## src/rtl/core/lsfe_pkg.sv

```systemverilog
// Package with the shared types, constants and request codes of the LED strip frame encoder.
package lsfe_pkg;

  // Block dimensions.
  localparam int unsigned LED_COUNT   = 16;
  localparam int unsigned LEAD_SLOTS  = 64;
  localparam int unsigned FRAME_BYTES = 512;

  // Pixel store index, LED counter (holds LED_COUNT itself) and frame counter widths.
  localparam int unsigned IDX_W   = (LED_COUNT > 1) ? $clog2(LED_COUNT) : 1;
  localparam int unsigned LED_W   = $clog2(LED_COUNT + 1);
  localparam int unsigned FRAME_W = $clog2(FRAME_BYTES);

  // Request codes.
  localparam logic [1:0] REQ_WRITE = 2'd0;
  localparam logic [1:0] REQ_CLEAR = 2'd1;
  localparam logic [1:0] REQ_START = 2'd2;
  localparam logic [1:0] REQ_TICK  = 2'd3;

  // Configuration register indexes.
  localparam int unsigned CFG_IDX_W = 1;
  localparam logic [CFG_IDX_W-1:0] CFG_PATTERN_ONE  = 1'd0;
  localparam logic [CFG_IDX_W-1:0] CFG_PATTERN_ZERO = 1'd1;

  // Configuration reset values.
  localparam logic [7:0] PATTERN_ONE_RST  = 8'd248;
  localparam logic [7:0] PATTERN_ZERO_RST = 8'd192;

  // Color channel positions within a pixel.
  localparam logic [1:0] COLOR_GREEN = 2'd0;
  localparam logic [1:0] COLOR_RED   = 2'd1;
  localparam logic [1:0] COLOR_BLUE  = 2'd2;

  typedef struct packed {
    logic [1:0] req_type;
    logic [7:0] pixel_index;
    logic [7:0] red;
    logic [7:0] green;
    logic [7:0] blue;
  } in_item_t;

  typedef struct packed {
    logic [7:0] serial_byte;
    logic       frame_end;
  } out_item_t;

  // Commands from the controller to the datapath.
  typedef struct packed {
    logic write_px;
    logic clear_all;
    logic restart;
    logic advance;
    logic emit;
    logic last;
  } ctl_cmd_t;

  // Status from the datapath to the controller.
  typedef struct packed {
    logic led_done;
  } dp_status_t;

endpackage

```

## src/rtl/core/led_strip_spi_frame_encoder.sv

```systemverilog
// Top level of the LED strip frame encoder: command port, configuration port and result strobe.
//
// The block holds one 24-bit color per LED (green, red, blue), all zero after reset.
// Items arrive on the command port: in_data is taken at a clock edge where start is high
// and busy is low. busy never rises, so an item can be given in every cycle. An item
// writes one pixel (indexes at or above the LED count are dropped), clears all pixels,
// starts a refresh, or is a transmitter tick. Writes, clears and starts during a refresh
// are dropped.
// During a refresh each tick yields one frame byte on out_data, marked by out_valid for
// exactly one cycle, the cycle after the tick was taken (one item per cycle, as the
// pixel read and bit select are combinational). A frame is the lead-in
// zero bytes, then each LED's green, red and blue bits MSB first, every bit sent as the
// pattern_one or pattern_zero byte, then zero padding up to the frame length; the last
// byte carries frame_end, after which the block is idle again.
// The receiver cannot stall: each result is taken in the cycle it is shown.
// The configuration port (cfg_valid/cfg_ready, always ready) writes pattern_one at
// index 0 and pattern_zero at index 1; write it only while no refresh is running.
// Synchronous active-low reset clears the pixels, ends any refresh and restores the
// default patterns.
module led_strip_spi_frame_encoder (
  input  logic                           clk,
  input  logic                           rst_n,
  input  logic                           start,
  output logic                           busy,
  input  lsfe_pkg::in_item_t             in_data,
  output logic                           out_valid,
  output lsfe_pkg::out_item_t            out_data,
  input  logic                           cfg_valid,
  output logic                           cfg_ready,
  input  logic [lsfe_pkg::CFG_IDX_W-1:0] cfg_index,
  input  logic [7:0]                     cfg_data
);
  import lsfe_pkg::*;

  ctl_cmd_t   cmd;
  dp_status_t status;
  logic       accept;

  // No item holds the sender off once it is taken, so the block is never busy.
  assign busy      = 1'b0;
  assign cfg_ready = 1'b1;
  assign accept    = start && !busy;

  lsfe_ctrl u_ctrl (
    .clk      (clk),
    .rst_n    (rst_n),
    .accept   (accept),
    .req_type (in_data.req_type),
    .status   (status),
    .cmd      (cmd)
  );

  lsfe_datapath u_datapath (
    .clk       (clk),
    .rst_n     (rst_n),
    .cmd       (cmd),
    .in_item   (in_data),
    .cfg_we    (cfg_valid && cfg_ready),
    .cfg_idx   (cfg_index),
    .cfg_wdata (cfg_data),
    .status    (status),
    .out_valid (out_valid),
    .out_item  (out_data)
  );

endmodule

```

## src/rtl/core/lsfe_ctrl.sv

```systemverilog
// Controller of the LED strip frame encoder: refresh state and frame byte counter.
module lsfe_ctrl (
  input  logic                clk,
  input  logic                rst_n,
  input  logic                accept,
  input  logic [1:0]          req_type,
  input  lsfe_pkg::dp_status_t status,
  output lsfe_pkg::ctl_cmd_t   cmd
);
  import lsfe_pkg::*;

  localparam logic ST_IDLE    = 1'b0;
  localparam logic ST_REFRESH = 1'b1;

  logic               state_r, state_nxt;
  logic [FRAME_W-1:0] frame_pos_r, frame_pos_nxt;
  logic               data_phase;
  logic               frame_last;

  assign data_phase = (32'(frame_pos_r) >= LEAD_SLOTS) && !status.led_done;
  assign frame_last = (frame_pos_r == FRAME_W'(FRAME_BYTES - 1));

  always_comb begin
    state_nxt     = state_r;
    frame_pos_nxt = frame_pos_r;
    cmd           = '0;
    if (accept) begin
      unique case (state_r)
        ST_IDLE: begin
          unique case (req_type)
            REQ_WRITE: cmd.write_px  = 1'b1;
            REQ_CLEAR: cmd.clear_all = 1'b1;
            REQ_START: begin
              cmd.restart   = 1'b1;
              frame_pos_nxt = '0;
              state_nxt     = ST_REFRESH;
            end
            REQ_TICK: ;
            default: ;
          endcase
        end
        ST_REFRESH: begin
          // Only ticks count while a frame is going out.
          if (req_type == REQ_TICK) begin
            cmd.emit    = 1'b1;
            cmd.advance = data_phase;
            cmd.last    = frame_last;
            if (frame_last) begin
              cmd.restart   = 1'b1;
              frame_pos_nxt = '0;
              state_nxt     = ST_IDLE;
            end else begin
              frame_pos_nxt = frame_pos_r + 1'b1;
            end
          end
        end
        default: ;
      endcase
    end
  end

  always_ff @(posedge clk) begin
    if (!rst_n) begin
      state_r     <= ST_IDLE;
      frame_pos_r <= '0;
    end else begin
      state_r     <= state_nxt;
      frame_pos_r <= frame_pos_nxt;
    end
  end

endmodule

```

## src/rtl/core/lsfe_datapath.sv

```systemverilog
// Datapath of the LED strip frame encoder: pixel store, bit walk, patterns and output register.
module lsfe_datapath (
  input  logic                          clk,
  input  logic                          rst_n,
  input  lsfe_pkg::ctl_cmd_t            cmd,
  input  lsfe_pkg::in_item_t            in_item,
  input  logic                          cfg_we,
  input  logic [lsfe_pkg::CFG_IDX_W-1:0] cfg_idx,
  input  logic [7:0]                    cfg_wdata,
  output lsfe_pkg::dp_status_t          status,
  output logic                          out_valid,
  output lsfe_pkg::out_item_t           out_item
);
  import lsfe_pkg::*;

  logic [23:0]      pixel_r [LED_COUNT];
  logic [LED_W-1:0] led_pos_r, led_pos_nxt;
  logic [1:0]       color_pos_r, color_pos_nxt;
  logic [2:0]       bit_pos_r, bit_pos_nxt;
  logic [7:0]       pat_one_r, pat_zero_r;
  logic             valid_r;
  out_item_t        item_r;
  logic [23:0]      cur_pixel;
  logic [7:0]       channel;
  logic             data_bit;
  logic             px_in_range;

  assign status.led_done = (led_pos_r == LED_W'(LED_COUNT));
  assign px_in_range     = (32'(in_item.pixel_index) < LED_COUNT);

  // The pixel is only used while LEDs remain, and the index is always in range.
  assign cur_pixel = pixel_r[led_pos_r[IDX_W-1:0]];

  always_comb begin
    unique case (color_pos_r)
      COLOR_GREEN: channel = cur_pixel[23:16];
      COLOR_RED:   channel = cur_pixel[15:8];
      COLOR_BLUE:  channel = cur_pixel[7:0];
      default:     channel = '0;
    endcase
  end

  assign data_bit = channel[3'd7 - bit_pos_r];

  // Bits go MSB first, colors green, red, blue, then the next LED.
  always_comb begin
    led_pos_nxt   = led_pos_r;
    color_pos_nxt = color_pos_r;
    bit_pos_nxt   = bit_pos_r;
    if (cmd.restart) begin
      led_pos_nxt   = '0;
      color_pos_nxt = COLOR_GREEN;
      bit_pos_nxt   = '0;
    end else if (cmd.advance) begin
      bit_pos_nxt = bit_pos_r + 1'b1;
      if (bit_pos_r == 3'd7) begin
        if (color_pos_r == COLOR_BLUE) begin
          color_pos_nxt = COLOR_GREEN;
          led_pos_nxt   = led_pos_r + 1'b1;
        end else begin
          color_pos_nxt = color_pos_r + 1'b1;
        end
      end
    end
  end

  always_ff @(posedge clk) begin
    if (!rst_n) begin
      for (int i = 0; i < LED_COUNT; i++) begin
        pixel_r[i] <= '0;
      end
    end else if (cmd.clear_all) begin
      for (int i = 0; i < LED_COUNT; i++) begin
        pixel_r[i] <= '0;
      end
    end else if (cmd.write_px && px_in_range) begin
      pixel_r[in_item.pixel_index[IDX_W-1:0]] <= {in_item.green, in_item.red, in_item.blue};
    end
  end

  always_ff @(posedge clk) begin
    if (!rst_n) begin
      led_pos_r   <= '0;
      color_pos_r <= COLOR_GREEN;
      bit_pos_r   <= '0;
      pat_one_r   <= PATTERN_ONE_RST;
      pat_zero_r  <= PATTERN_ZERO_RST;
      valid_r     <= 1'b0;
    end else begin
      led_pos_r   <= led_pos_nxt;
      color_pos_r <= color_pos_nxt;
      bit_pos_r   <= bit_pos_nxt;
      valid_r     <= cmd.emit;
      if (cfg_we) begin
        unique case (cfg_idx)
          CFG_PATTERN_ONE:  pat_one_r  <= cfg_wdata;
          CFG_PATTERN_ZERO: pat_zero_r <= cfg_wdata;
          default: ;
        endcase
      end
    end
  end

  always_ff @(posedge clk) begin
    if (cmd.emit) begin
      item_r.serial_byte <= cmd.advance ? (data_bit ? pat_one_r : pat_zero_r) : 8'h00;
      item_r.frame_end   <= cmd.last;
    end
  end

  assign out_valid = valid_r;
  assign out_item  = item_r;

endmodule

```

## config.mk

```make
export PLATFORM = sky130hd
export DESIGN_NAME = led_strip_spi_frame_encoder
export DESIGN_NICKNAME = d
export VERILOG_FILES = /design/src/rtl/core/lsfe_pkg.sv /design/src/rtl/core/led_strip_spi_frame_encoder.sv /design/src/rtl/core/lsfe_ctrl.sv /design/src/rtl/core/lsfe_datapath.sv
export SDC_FILE = /design/constraint.sdc
export NUM_CORES = 1
export LEC_CHECK = 0
export ABC_AREA = 0
export CAP_MARGIN = 25
export CORE_MARGIN = 10
export CORE_UTILIZATION = 55
export DETAILED_ROUTE_END_ITERATION = 10
export DONT_BUFFER_PORTS = 1
export PLACE_DENSITY = 0.7
export SLEW_MARGIN = 20
export SYNTH_ARGS = -nofsm -noshare
export SYNTH_HDL_FRONTEND = slang
export SYNTH_SLANG_ARGS = --single-unit
```

## constraint.sdc

```tcl
create_clock -name clk -period 4.6 [get_ports clk]
set_input_delay 0.23 -clock clk [delete_from_list [all_inputs] [get_ports clk]]
set_output_delay 0.23 -clock clk [all_outputs]
set_load 0.03 [all_outputs]
```

==> impl_metrics.py <==
metrics = {
    "outcome": {
        "status": "finished clean",
    },
    "logic_synthesis": {
        "syn_nets": 1463,
        "yosysMostFrequentCell": "edfxtp_1",
        "synth_seq_cells": 434,
        "syn-mean-instance-area_um2": 14.18,
        "syn_area_um2": 19990,
        "netlist_top_cells_area": "edfxtp_1 (59%), and2_1 (12%), mux4_2 (8.3%), dfxtp_1 (4.1%), mux2i_1 (3.0%)",
        "yosysTopAreaCellShare_pct": 59.03,
        "ys_seq_area_share_pct": 63.13,
        "yosysWarnings": 0,
        "synth_edf_count": 393,
        "synth_common_cells": "edfxtp_1 (393), and2_1 (392), clkbuf_1 (78)",
        "synth_top_area_cell": "edfxtp_1",
        "yosys.cell_types.count": 60,
        "netlist_instances": 1410,
        "synthFlopType": "edfxtp_1",
        "async_reset_ff_share_pct": 0,
    },
    "placed_design": {
        "io_buffers": 0,
        "hpwlAfterDp_mm": 31.34,
        "gp_congestion": 0.9304,
    },
    "clock_network": {
        "clock_sinks": 434,
        "cts_root_buf": "clkbuf_16",
        "clkLatencyLatePin_ns": 0.55,
        "cts_tree": "done",
        "h-tree-depth": 2,
        "cts.clk_slew.worst_paths_ns": 0.06,
        "cts_buffer_depth": 3,
        "post-cts-setup-buffers": 0,
        "cts_buffers": 45,
        "hold_buffers": 38,
        "cts_resized": 0,
    },
    "die": {
        "core_area_um2": 35740,
        "ioPinCount": 59,
        "die_x_um": 210.7,
        "die_height_um": 210.7,
        "rows": 69,
        "start_util_pct": 55.94,
        "die-area_um2": 44380,
    },
    "timing": {
        "hold_viol": 0,
        "fmax_mhz": 289.5,
        "slew_viol_final": 0,
        "setup_violations": 0,
        "skew_ns": 0.01202,
        "fin_crit_sh_pct": 75.10,
        "tightest_slew_ns": 1.056,
        "period_needed_ns": 3.454,
        "tns_ns": 0,
        "slew_headroom_pct": 29.59,
        "rsz0062_at_grt": "false",
    },
    "setup_path": {
        "crit_family": "simple AND/OR/NAND/NOR gates",
        "worstSetupPathType": "reg2reg",
        "slowest_delay_ns": 0.67,
        "critPathBufInv": 0,
        "crit_path_start_kind": "register",
        "worstPathRequired_ns": 4.86,
        "crit_chain": "nor2b_1, nand2_1, o22a_1, nand4_1, o2bb2ai_1, a211oi_4, mux2i_1",
        "cp_max_fo": 15,
        "cp-end-kind": "register",
        "arrival_ns": 3.72,
        "cp_slowest_cell": "dfxtp_1",
    },
    "run": {
        "max_cap_violations": 0,
    },
    "grt": {
        "grt_max_degree": 59,
        "antenna_found_initial": 0,
        "gr-total-overflow": 0,
        "grt_use_total_pct": 24.38,
        "grt_pass1_wl_mm": 79.86,
        "grt_pass1_vias": 11887,
    },
    "routing": {
        "drc_errors": 0,
        "firstDrtPassIters": 8,
        "antenna_left": 0,
        "num_vias": 12023,
        "dr.first_iter.drc_count": 1584,
        "wl_per_cell_um": 27.94,
        "drt-total-wl_mm": 53.79,
        "via_per_inst": 6.246,
    },
    "final_layout": {
        "layout-drive-gt1-share_pct": 15.45,
        "seqCellArea_um2": 12630,
        "multi_input_area_um2": 6908,
        "fin_nets": 1486,
        "area.growth.synth_to_final_pct": 11.81,
        "fill_cells": 2630,
        "final_util_pct": 62.54,
    },
    "pwr": {
        "powerDensity_nw_per_um2": 377.3,
        "ir_drop_uv": 279.9,
        "p_leak_uw": 0.007887,
    },
    "min_path": {
        "min_path_type": "in2reg",
    },
}
## worst register-to-register path: cells and delay by family (launching register included)
kind	cells	cell delay (ns)
and+or+nand+nor	3	1.17
AOI/OAI and AO/OA	3	1.13
DFF	1	0.67
muxes	1	0.20
## flip-flops by register name, summed over array words and instances (netlist names), named ones only
signal,count
u_ctrl.frame_pos_r,9
u_ctrl.state_r,1
u_datapath.bit_pos_r,3
u_datapath.color_pos_r,2
u_datapath.led_pos_r,5
u_datapath.out_item,9
u_datapath.out_valid,1
u_datapath.pat_one_r,8
u_datapath.pat_zero_r,8
u_datapath.pixel_r,384
## logic make-up (layout without fill, tap and decap cells)
kind of cell | count (synthesis) | in the layout | synth area share, %
simple gates | 594 | 594 | 17.12
flops | 434 | 434 | 63.13
mux | 145 | 145 | 12.18
buf+inv | 118 | 171 | 2.985
compound gates | 100 | 100 | 3.680
xor+xnor | 11 | 11 | 0.4819
fa+ha+maj | 6 | 6 | 0.3755
other cells | 2 | 3 | 0.03756
## layout by cell type, fill, tap and decap left out, drive strengths merged, types with 3 or more instances in the layout
master	count
mux4	77
nand3	18
edfxtp	393
dlygate4sd3	38
nor2b	12
buf	45
clkbuf	58
a22o	3
o22ai	3
a221oi	7
o21ai	21
nor4bb	3
a21boi	10
xnor2	4
nor3	9
and2	392
nand2b	11
ha	6
bufinv	4
or3	3
o211ai	7
nand4	14
a21oi	10
xor2	7
nor2	47
mux2	8
a22oi	17
mux2i	60
and4	3
nand2	73
inv	11
clkinv	13
dfxtp	41
## layout make-up
cell class | instances | area share, %
sequential | 434 | 56.50
multi-input combinational | 858 | 30.90
clock buffer | 58 | 5.435
timing repair buffer | 83 | 3.509
tap | 461 | 2.580
clock inverter | 19 | 0.8732
inverter | 11 | 0.1847
antenna | 1 | 0.01119
## where the power goes
| part | total [µW] | switching, µW | internal [µW] |
|---|---|---|---|
| Combinational | 370 | 253 | 117 |
| Clock | 3540 | 1460 | 2080 |
| Sequential | 4530 | 54.7 | 4470 |
## path summary, 6_finish.rpt
kind | depth (start not counted) | end | slack, ns | from
setup reg to reg | 7 | u_datapath.out_item[4] | 1.15 | u_datapath.color_pos_r[1]
hold reg to reg | 2 | u_datapath.pat_zero_r[1] | 0.46 | u_datapath.pat_zero_r[1]
setup / recovery | 7 | u_datapath.out_item[4] | 1.15 | u_datapath.color_pos_r[1]
hold / removal | 4 | u_ctrl.frame_pos_r[8] | 0.02 | in_data[32]
## per-stage QoR
step	cells	area [µm²]	setup WS (ns)	hold slack, ns	total power [µW]
2_1_floorplan	1410	19990	1.397	0.3540	4780
3_3_place_gp	1808	20550	1.215	0.3071	4895
3_5_place_dp	1809	20560	1.190	0.3112	4908
4_1_cts	1924	22350	1.179	0.006065	8469
5_1_grt	1924	22350	0.9508	0.04511	8661
6_report	1925	22350	1.146	0.02018	8434
## per-layer routing
metal,GRT usage (%),vias up,routed length [µm]
li1,-,5189,-
met1,33.51,6102,21880
met2,39.58,621,25990
met3,3.991,111,4572
met4,6.818,0,1343
met5,0,-,0
(Power assumes the default switching activity.)
